$ cat src/rtl/core/abps_pkg.sv
// ----------------------------------------------------------------------------
// abps_pkg
// shared types, codes and lookup functions of the alarm buzzer sequencer
// ----------------------------------------------------------------------------
package abps_pkg;

    typedef enum logic [2:0] {
        OP_TICK       = 3'd0,
        OP_PLAY       = 3'd1,
        OP_STOP       = 3'd2,
        OP_SET_VOLUME = 3'd3,
        OP_SET_LEVEL  = 3'd4
    } op_t;

    localparam logic [1:0] LVL_NONE   = 2'd0;
    localparam logic [1:0] LVL_LOW    = 2'd1;
    localparam logic [1:0] LVL_MEDIUM = 2'd2;
    localparam logic [1:0] LVL_HIGH   = 2'd3;

    localparam logic [2:0]  VOL_MIN       = 3'd1;
    localparam logic [2:0]  VOL_MAX       = 3'd5;
    localparam logic [2:0]  VOL_RESET     = 3'd1;
    localparam logic [11:0] DAC_RESET     = 12'd3850;

    typedef struct packed {
        logic [2:0] op;
        logic [1:0] level;
        logic [7:0] repeats;
        logic [7:0] vreq;
    } cmd_t;

    typedef struct packed {
        logic        gate;
        logic [11:0] dac;
        logic        playing;
        logic [1:0]  level;
    } res_t;

    // on phase length in ticks
    function automatic logic [11:0] on_len(input logic [1:0] lvl);
        logic [11:0] len;
        case (lvl)
            LVL_LOW:    len = 12'd2200;
            LVL_MEDIUM: len = 12'd90;
            LVL_HIGH:   len = 12'd45;
            default:    len = 12'd0;
        endcase
        return len;
    endfunction

    // off phase length in ticks
    function automatic logic [11:0] off_len(input logic [1:0] lvl);
        logic [11:0] len;
        case (lvl)
            LVL_LOW:    len = 12'd100;
            LVL_MEDIUM: len = 12'd90;
            LVL_HIGH:   len = 12'd45;
            default:    len = 12'd0;
        endcase
        return len;
    endfunction

    // rounds when play gives none, 0 means forever
    function automatic logic [7:0] default_rounds(input logic [1:0] lvl);
        logic [7:0] r;
        case (lvl)
            LVL_LOW:    r = 8'd1;
            LVL_MEDIUM: r = 8'd15;
            default:    r = 8'd0;
        endcase
        return r;
    endfunction

    function automatic logic [2:0] min_vol(input logic [1:0] lvl);
        logic [2:0] m;
        case (lvl)
            LVL_LOW:    m = 3'd2;
            LVL_MEDIUM: m = 3'd3;
            LVL_HIGH:   m = 3'd5;
            default:    m = 3'd0;
        endcase
        return m;
    endfunction

    // dac code for a user volume at a level, higher code is quieter
    function automatic logic [11:0] vol_code(input logic [2:0] uv, input logic [1:0] lvl);
        logic [2:0]  v;
        logic [11:0] code;
        v = uv;
        if (v < min_vol(lvl)) v = min_vol(lvl);
        if (v > VOL_MAX) v = VOL_MAX;
        if (v < VOL_MIN) v = VOL_MIN;
        case (v)
            3'd2:    code = 12'd3450;
            3'd3:    code = 12'd2690;
            3'd4:    code = 12'd1900;
            3'd5:    code = 12'd500;
            default: code = 12'd3850;
        endcase
        return code;
    endfunction

endpackage

$ cat src/rtl/core/abps_engine.sv
// ----------------------------------------------------------------------------
// abps_engine
// sequencer state and its combinational update for one item
// ----------------------------------------------------------------------------
module abps_engine
    import abps_pkg::*;
(
    input  logic clk,
    input  logic rst_n,
    input  logic step_en,
    input  cmd_t cmd,
    output res_t res
);

    logic [1:0]  level_reg,   level_next;
    logic [2:0]  uvol_reg,    uvol_next;
    logic        phase_reg,   phase_next;
    logic [11:0] elapsed_reg, elapsed_next;
    logic [7:0]  rounds_reg,  rounds_next;
    logic [11:0] dac_reg,     dac_next;
    logic        gate_reg,    gate_next;

    always_ff @(posedge clk or negedge rst_n)
    begin
        if (!rst_n)
        begin
            level_reg   <= LVL_NONE;
            uvol_reg    <= VOL_RESET;
            phase_reg   <= 1'b0;
            elapsed_reg <= '0;
            rounds_reg  <= '0;
            dac_reg     <= DAC_RESET;
            gate_reg    <= 1'b0;
        end
        else if (step_en)
        begin
            level_reg   <= level_next;
            uvol_reg    <= uvol_next;
            phase_reg   <= phase_next;
            elapsed_reg <= elapsed_next;
            rounds_reg  <= rounds_next;
            dac_reg     <= dac_next;
            gate_reg    <= gate_next;
        end
    end

    always_comb
    begin
        logic        stop_en;
        logic        play_en;
        logic [1:0]  play_lvl;
        logic [7:0]  play_reps;
        logic [11:0] limit;
        logic [11:0] elapsed_inc;
        logic [7:0]  rounds_dec;

        level_next   = level_reg;
        uvol_next    = uvol_reg;
        phase_next   = phase_reg;
        elapsed_next = elapsed_reg;
        rounds_next  = rounds_reg;
        dac_next     = dac_reg;
        gate_next    = gate_reg;
        stop_en      = 1'b0;
        play_en      = 1'b0;
        play_lvl     = cmd.level;
        play_reps    = cmd.repeats;
        limit        = phase_reg ? off_len(level_reg) : on_len(level_reg);
        elapsed_inc  = elapsed_reg + 12'd1;
        rounds_dec   = rounds_reg - 8'd1;

        case (op_t'(cmd.op))
            OP_TICK:
            begin
                if (level_reg != LVL_NONE)
                begin
                    if (elapsed_inc < limit)
                    begin
                        elapsed_next = elapsed_inc;
                    end
                    else
                    begin
                        elapsed_next = '0;
                        if (!phase_reg)
                        begin
                            phase_next = 1'b1;
                            gate_next  = 1'b0;
                        end
                        else
                        begin
                            phase_next = 1'b0;
                            gate_next  = 1'b1;
                            if (rounds_reg != 8'd0)
                            begin
                                rounds_next = rounds_dec;
                                if (rounds_dec == 8'd0)
                                    stop_en = 1'b1;
                            end
                        end
                    end
                end
            end
            OP_PLAY:
            begin
                if (cmd.level == LVL_NONE)
                    stop_en = 1'b1;
                else
                    play_en = 1'b1;
            end
            OP_STOP:
            begin
                stop_en = 1'b1;
            end
            OP_SET_VOLUME:
            begin
                uvol_next = (cmd.vreq > 8'(VOL_MAX)) ? VOL_MAX : cmd.vreq[2:0];
                if (level_reg != LVL_NONE)
                    dac_next = vol_code(uvol_next, level_reg);
            end
            OP_SET_LEVEL:
            begin
                if (cmd.level != level_reg)
                begin
                    if (cmd.level == LVL_NONE)
                        stop_en = 1'b1;
                    else
                    begin
                        play_en   = 1'b1;
                        play_reps = 8'd0;
                    end
                end
            end
            default:
            begin
            end
        endcase

        if (stop_en)
        begin
            level_next  = LVL_NONE;
            rounds_next = '0;
            gate_next   = 1'b0;
        end
        if (play_en)
        begin
            level_next   = play_lvl;
            phase_next   = 1'b0;
            elapsed_next = '0;
            rounds_next  = (play_reps != 8'd0) ? play_reps : default_rounds(play_lvl);
            dac_next     = vol_code(uvol_reg, play_lvl);
            gate_next    = 1'b1;
        end

        res.gate    = gate_next;
        res.dac     = dac_next;
        res.playing = (level_next != LVL_NONE);
        res.level   = level_next;
    end

    // the gate only sounds while a level is active
    a_gate_needs_level: assert property (@(posedge clk) disable iff (!rst_n)
        gate_reg |-> level_reg != LVL_NONE)
        else $error("gate on with no active level");

    // idle means no rounds pending
    a_idle_no_rounds: assert property (@(posedge clk) disable iff (!rst_n)
        level_reg == LVL_NONE |-> rounds_reg == 8'd0)
        else $error("rounds left while idle");

    a_volume_range: assert property (@(posedge clk) disable iff (!rst_n)
        uvol_reg <= VOL_MAX)
        else $error("user volume out of range");

    // stop always leaves the sequencer idle
    a_stop_idles: assert property (@(posedge clk) disable iff (!rst_n)
        step_en && cmd.op == OP_STOP |=> level_reg == LVL_NONE && !gate_reg)
        else $error("stop did not silence the buzzer");

endmodule

$ cat src/rtl/core/alarm_buzzer_pattern_sequencer.sv
// ----------------------------------------------------------------------------
// alarm_buzzer_pattern_sequencer
// buzzer on/off pattern and level dac code driven by 1 ms tick items
// ----------------------------------------------------------------------------
// an accepted item is held in the input register, then its result is registered in the result register
// throughput: one item per cycle while the result channel does not stall, set by the state update
// the input register refills while a finished result waits in the result register
// reset: asynchronous, idle with level none, volume 1, dac code 3850, gate off
// ----------------------------------------------------------------------------
module alarm_buzzer_pattern_sequencer
    import abps_pkg::*;
(
    input  logic        clk,
    input  logic        rst_n,
    // command channel
    input  logic        cmd_valid,
    output logic        cmd_stall,
    input  logic [2:0]  operation,
    input  logic [1:0]  alarm_level,
    input  logic [7:0]  repeat_count,
    input  logic [7:0]  volume_request,
    // result channel
    output logic        res_valid,
    input  logic        res_stall,
    output logic        gate_on,
    output logic [11:0] dac_code,
    output logic        playing,
    output logic [1:0]  level_now
);

    // input register
    logic cmd_valid_reg;
    cmd_t cmd_reg;

    // result register
    logic res_valid_reg;
    res_t res_reg;

    res_t res_next;
    logic res_free;
    logic step_en;

    // the result register can take a new item when empty or being drained
    assign res_free  = !res_valid_reg || !res_stall;
    // the held item is processed and its state committed in the same cycle
    assign step_en   = cmd_valid_reg && res_free;
    // only a held item that cannot move on blocks the input
    assign cmd_stall = cmd_valid_reg && !res_free;

    always_ff @(posedge clk or negedge rst_n)
    begin
        if (!rst_n)
            cmd_valid_reg <= 1'b0;
        else if (cmd_valid && !cmd_stall)
            cmd_valid_reg <= 1'b1;
        else if (step_en)
            cmd_valid_reg <= 1'b0;
    end

    // payload register, no reset needed
    always_ff @(posedge clk)
    begin
        if (cmd_valid && !cmd_stall)
        begin
            cmd_reg.op      <= operation;
            cmd_reg.level   <= alarm_level;
            cmd_reg.repeats <= repeat_count;
            cmd_reg.vreq    <= volume_request;
        end
    end

    // pattern state and update logic
    abps_engine u_engine (
        .clk     (clk),
        .rst_n   (rst_n),
        .step_en (step_en),
        .cmd     (cmd_reg),
        .res     (res_next)
    );

    always_ff @(posedge clk or negedge rst_n)
    begin
        if (!rst_n)
            res_valid_reg <= 1'b0;
        else if (step_en)
            res_valid_reg <= 1'b1;
        else if (!res_stall)
            res_valid_reg <= 1'b0;
    end

    // the result holds while stalled
    always_ff @(posedge clk)
    begin
        if (step_en)
            res_reg <= res_next;
    end

    assign res_valid = res_valid_reg;
    assign gate_on   = res_reg.gate;
    assign dac_code  = res_reg.dac;
    assign playing   = res_reg.playing;
    assign level_now = res_reg.level;

endmodule

$ cat config.mk
export PLATFORM = sky130hd
export DESIGN_NAME = alarm_buzzer_pattern_sequencer
export DESIGN_NICKNAME = d
export VERILOG_FILES = /design/src/rtl/core/abps_pkg.sv /design/src/rtl/core/abps_engine.sv /design/src/rtl/core/alarm_buzzer_pattern_sequencer.sv
export SDC_FILE = /design/constraint.sdc
export NUM_CORES = 1
export LEC_CHECK = 0
export BUFFER_PORTS_ARGS = -buffer_cell sky130_fd_sc_hd__buf_4
export CORE_MARGIN = 3
export CORE_UTILIZATION = 50
export CTS_CLUSTER_DIAMETER = 100
export DETAILED_ROUTE_END_ITERATION = 6
export PLACE_DENSITY = 0.68
export REMOVE_ABC_BUFFERS = 1
export SLEW_MARGIN = 20
export SYNTH_ARGS = -nofsm -noshare
export SYNTH_HDL_FRONTEND = slang
export SYNTH_SLANG_ARGS = --single-unit
$ cat constraint.sdc
create_clock -name clk -period 5.7 [get_ports clk]
set_input_delay 0.855 -clock clk [delete_from_list [all_inputs] [get_ports clk]]
set_output_delay 0.855 -clock clk [all_outputs]
set_load 0.02 [all_outputs]
# Word level (Yosys, flattened, before mapping)

Index checks and enable logic that the tools add are counted.

$add $sub $neg: 2
$mul: 0
Div/mod/pow operators: 0
$lt $le $gt $ge: 8
Equal/unequal tests: 22
Shifts and indexed selects: 0
Mux-type cells: 73
Bitwise operators: 0
Reductions and logical operators: 26

Operator list:

| operator                                                                        | count |
|---|---|
| 12-bit 2-to-1 mux                                                               | 8 |
| 12-bit case mux with 4 select lines                                             | 2 |
| 8-bit 2-to-1 mux                                                                | 11 |
| 3-bit 2-to-1 mux                                                                | 19 |
| 12-bit case mux with 3 select lines                                             | 1 |
| 1-bit 2-to-1 mux                                                                | 24 |
| 7-bit case mux with 3 select lines                                              | 1 |
| 3-bit by 2-bit equality test with 1-bit output, second input constant           | 6 |
| 3-bit case mux with 3 select lines                                              | 2 |
| 8-bit nonzero test                                                              | 2 |
| 3-bit equality test, second input constant                                      | 5 |
| 12-bit by 1-bit adder with 12-bit output, second input constant                 | 1 |
| 12-bit < comparator                                                             | 1 |
| 3-bit nonzero test                                                              | 4 |
| 2-bit nonzero test                                                              | 5 |
| 2-bit equality test, second input constant                                      | 4 |
| 8-bit by 3-bit greater-than comparator with 1-bit output, second input constant | 1 |
| 8-bit logical NOT                                                               | 1 |
| 4-bit case mux with 2 select lines                                              | 1 |
| 8-bit by 1-bit subtractor with 8-bit output, second input constant              | 1 |
| 3-bit greater-than comparator, second input constant                            | 2 |
| 3-bit by 1-bit < comparator with 1-bit output, second input constant            | 2 |
| 3-bit < comparator                                                              | 2 |
| 6-bit AND reduction                                                             | 1 |
| 17 further kinds                                                                | 24 |

Flip-flop bits (word level): 78
Latch bits: 0
Memory bits (writable): 0
Bits in read-only memories: 0
Input bits: 25
Output and inout bits: 18
Word-level logic and storage cells: 148
Memories: 0

# Logic depth before layout (Yosys ltp)

Depth after elaboration: 21
Depth in mapped cells: 14

# By module

Synthesis repeated with hierarchy kept, for this count alone.

Cell total of the unflattened synthesis: 449
Area, all modules: 4603.2 µm²

Modules (own cells, without submodules):

| module                         | instances | cells each | area an instance (µm²) |
|---|---|---|---|
| abps_engine                    | 1         | 404        | 3399.5 |
| alarm_buzzer_pattern_sequencer | 1         | 45         | 1203.7 |

# Least setup slack after synthesis

OpenSTA, ideal clock, no wires.

Path type: reg2reg
From: reg u_engine.elapsed_reg[0]
To: reg u_engine.rounds_reg[2]
Data arrival time: 2999 ps
Slack: 2575 ps
Cell stages (with the launch flop): 14
Buffers on the path: 2
Period minus slack after synthesis: 3125 ps
Cell sequence: dfrtp_1 > ha_1 > and3_1 > buf_4 > nand3_1 > xnor2_1 > ha_1 > and3_1 > a2111oi_1 > o2111ai_2 > a41oi_2 > buf_6 > a21oi_1 > a221o_1

Cells in the longest elaborated chain, start to end: 7

RTL lines:

| element                                                                         | line              | text |
|---|---|---|
| from (decl)                                                                     | abps_engine.sv:18 | `logic [11:0] elapsed_reg, elapsed_next;` |
| from (signal assigned)                                                          | abps_engine.sv:40 | `elapsed_reg <= elapsed_next;` |
| 12-bit by 1-bit adder with 12-bit output (*)                                    | abps_engine.sv:69 | `elapsed_inc = elapsed_reg + 12'd1;` |
| 12-bit < comparator (*)                                                         | abps_engine.sv:77 | `if (elapsed_inc < limit)` |
| 1-bit 2-to-1 mux                                                                | abps_engine.sv:77 |  |
| 1-bit 2-to-1 mux                                                                | abps_engine.sv:75 | `if (level_reg != LVL_NONE)` |
| 1-bit case mux with 4 select lines                                              | abps_engine.sv:72 | `case (op_t'(cmd.op))` |
| 3-bit inequality test (no source line) (tied with other cells)                  | n/a               |  |
| 6-bit AND reduction (no source line) / 8-bit 2-to-1 mux (equally long branches) | n/a               |  |
| to (signal assigned)                                                            | abps_engine.sv:41 | `rounds_reg <= rounds_next;` |
| to (decl)                                                                       | abps_engine.sv:19 | `logic [7:0] rounds_reg, rounds_next;` |

Mark *: on every way between the ends. The rest lies on a longest branch, timed or not.
A chain may end at the register's enable or synchronous reset.

# Final worst setup path

From: reg u_engine.elapsed_reg[0]
To: reg u_engine.rounds_reg[6]

Same word-level chain as after synthesis.

==> impl_metrics.ini <==
[outcome]
status = complete, no violations

[clock_network]
clock_sinks = 78
tritoncts = yes
cts_root_buf = clkbuf_8
cts_buffers = 9
clock_latency_ns = 0.35
cts.reportedPaths.clkPinSlew_ns = 0.08
clock_path_buffers = 2
cts_resized = 0
cts_hold_buf = 0
ctsHtreeMaxLevel = 3
post_cts_buffers = 0

[synthesis]
yosys.area_share.simple = 0.169
ys_seq_elements = 78
synthMuxAreaShare = 0.0356
ys.flop_type = edfxtp_1
synth_adder_area_share = 0.0772
synth_edf_count = 37
yosys-top-cells-count = nand2_1 (46), edfxtp_1 (37), dfrtp_1 (34)
synth_top_family_by_area = compound AO/OA/AOI/OAI gates
mappedNetlistArea_sq_um = 4540
yosysTopAreaCell = edfxtp_1
avgSynthCellArea_sq_um = 10.3
synth_cell_types = 72
synth_top_area_frac = 0.245
synthCells = 441
synth_xor_area_frac = 0.0212
ys_seq_area_frac = 0.473
synth_compound_area_frac = 0.189
synth.area.top_cells = edfxtp_1 (24%), dfrtp_1 (19%), ha_1 (7.7%), dfstp_2 (4.1%), nand2_1 (3.8%)
synth_warnings = 0
async_flop_share = 0.526
yosysMostFrequentCell = nand2_1

[global_routing]
grt_max_degree = 42
antenna_found_initial = 0
gr-total-overflow = 0
grt_pass1_wl_mm = 15.7
grt_usage = 0.193
grt_pass1_vias = 3305

[final_layout]
drive_gt1_frac = 0.190
syn2layout_area_growth_pct = 12.9
final_cell_area_sq_um = 5120
fin_cells = 598
n_fill_cell = 768
nets = 538
antennaDiodeCount = 0
largest_reg_flops = 21

[sta]
fin_skew_ns = 0.0169
worst_slew_pin_slew_ns = 0.812
fmax_ghz = 0.274
drv_slew = 0
fin_crit_ns = 3.64
timing.hold.ws_ns = 0.478
slew_headroom = 0.459
rsz0062_at_grt = false
layout_setup_ws_ns = 2.06
fin_tns_setup_ns = 0
post-route-period-util = 0.639
finalHoldViolCount = 0
setup_viol = 0

[worst_setup_path]
reg2reg_slack_ns = 2.06
crit_fanout = 13
crit_path_frequent_cell = ha_1
path_buf_inv = 0
crit_path_start = u_engine.elapsed_reg[0]$_DFFE_PN0P_
cp.depth = 11
slowest_stage = a41oi_2
endpoint_kind = flop
required_ns = 5.94
path_delay_family = compound AO/OA/AOI/OAI gates
reg2reg_from = u_engine.elapsed_reg[0]$_DFFE_PN0P_
setup.worst_path.start_class = flop
path_cells = ha_1, and3_1, nand3_1, xnor2_1, ha_1, a21oi_1, nor2b_1, a2111oi_1, o2111ai_2, a41oi_2, mux2_2
crit_type = flop to flop
max_stage_delay_ns = 0.57
r2r_cells = 11
r2r_end = u_engine.rounds_reg[6]$_DFFE_PN0P_
crit_arrival_ns = 3.88
endpoint = u_engine.rounds_reg[6]$_DFFE_PN0P_

[floorplanning]
core_sq_um = 8760
initial_core_util = 0.518
die_w_microns = 101
fp.dieH_microns = 101
dieArea_sq_um = 10300
num_rows = 34
io_pins = 43

[placed_design]
hpwlAfterDp_mm = 6.89
port_buffers = 42
dpl_cell_area_sq_um = 4940
placed_cells = 582
place.gp.congestion = 0.890
pre_cts_slack_ns = 2.06

[detailed_routing]
antenna_left = 0
via_per_inst = 5.79
route.detailed.drc = 0
dr.first_iter.drc_count = 147
wl_per_cell_microns = 15.9
vias = 3461
first_pass_iters = 4
wl_mm = 9.49

[power]
ir_worst_vdd_uv = 147
leakagePower_nw = 2.13
p_per_area_nw_per_um2 = 356

[min_path]
hp-class = input pin to async pin

[job]
maxCapViolations = 0
power breakdown:
part	total (W)	switching (W)	internal (W)
sequential	0.000835	0.0000974	0.000738
clock	0.000384	0.000203	0.000181
combinational	0.000605	0.000338	0.000268
total	0.00182	0.000638	0.00119
per-stage QoR:
step | utilization | power (W)
after floorplan | - | 0.00127
after global placement | 0.564 | 0.00143
after detailed placement | 0.564 | 0.00145
after CTS | 0.585 | 0.00184
after global routing | 0.585 | 0.00195
final | 0.585 | 0.00182
worst min path at each step:
| stage | startpoint | to | depth (start not counted) | slack [ns] |
|---|---|---|---|---|
| after floorplan | u_engine.dac_reg[2]$_DFFE_PN0P_ | u_engine.dac_reg[2]$_DFFE_PN0P_ | 2 | 0.44 |
| after global placement | u_engine.dac_reg[9]$_DFFE_PN1P_ | u_engine.dac_reg[9]$_DFFE_PN1P_ | 2 | 0.46 |
| after detailed placement | u_engine.dac_reg[2]$_DFFE_PN0P_ | u_engine.dac_reg[2]$_DFFE_PN0P_ | 2 | 0.46 |
| after CTS | u_engine.dac_reg[2]$_DFFE_PN0P_ | u_engine.dac_reg[2]$_DFFE_PN0P_ | 2 | 0.48 |
| after global routing | u_engine.dac_reg[2]$_DFFE_PN0P_ | u_engine.dac_reg[2]$_DFFE_PN0P_ | 2 | 0.50 |
| final | rst_n | u_engine.elapsed_reg[8]$_DFFE_PN0P_ | 1 | 0.48 |
cells in the final DEF (no fill, tap or decap), types with 4 or more instances in the layout:
master    count
dfrtp_1      34
a21oi_1      23
edfxtp_1     37
mux2i_1       6
or2_2         4
and3_1        4
nand3_1      16
nor2_1       31
nor4_1        6
a32oi_1       5
buf_4        44
a21o_1        5
o21ai_0      30
o22ai_1       6
nand2b_1      9
a31oi_1       5
mux2_2        7
a221o_1       4
nand2_1      46
xnor2_1       8
inv_1        25
nor3_1        8
a22o_1       11
ha_1         28
and2_1        6
clkbuf_8     11
dfstp_2       7
cell families (layout without fill, tap and decap cells):
group                    count (synthesis)  after routing
flip-flops                              78             78
adder cells (fa/ha/maj)                 28             28
multiplexers                            15             15
AND/OR/NAND/NOR                        150            150
AO/OA/AOI/OAI                          122            122
XOR/XNOR                                11             11
buffers and inverters                   37             86
layer usage:
metal,GRT usage,up-vias,routed length [microns]
met5,0,-,0
met4,0.0624,0,89
met3,0.0324,7,341
met2,0.297,70,4440
met1,0.279,1660,4610
li1,-,1724,-
layout make-up:
class	instances	area [sq um]	share of cell area
well taps	108	135	0.0264
flip-flops and latches	78	2150	0.419
inverters	26	97.6	0.0190
multi-input cells	326	2230	0.436
repair buffers	44	330	0.0645
clock buffers	11	151	0.0295
clock inverters	5	31.3	0.00611
Note: power is estimated with default switching activity, not from simulation.
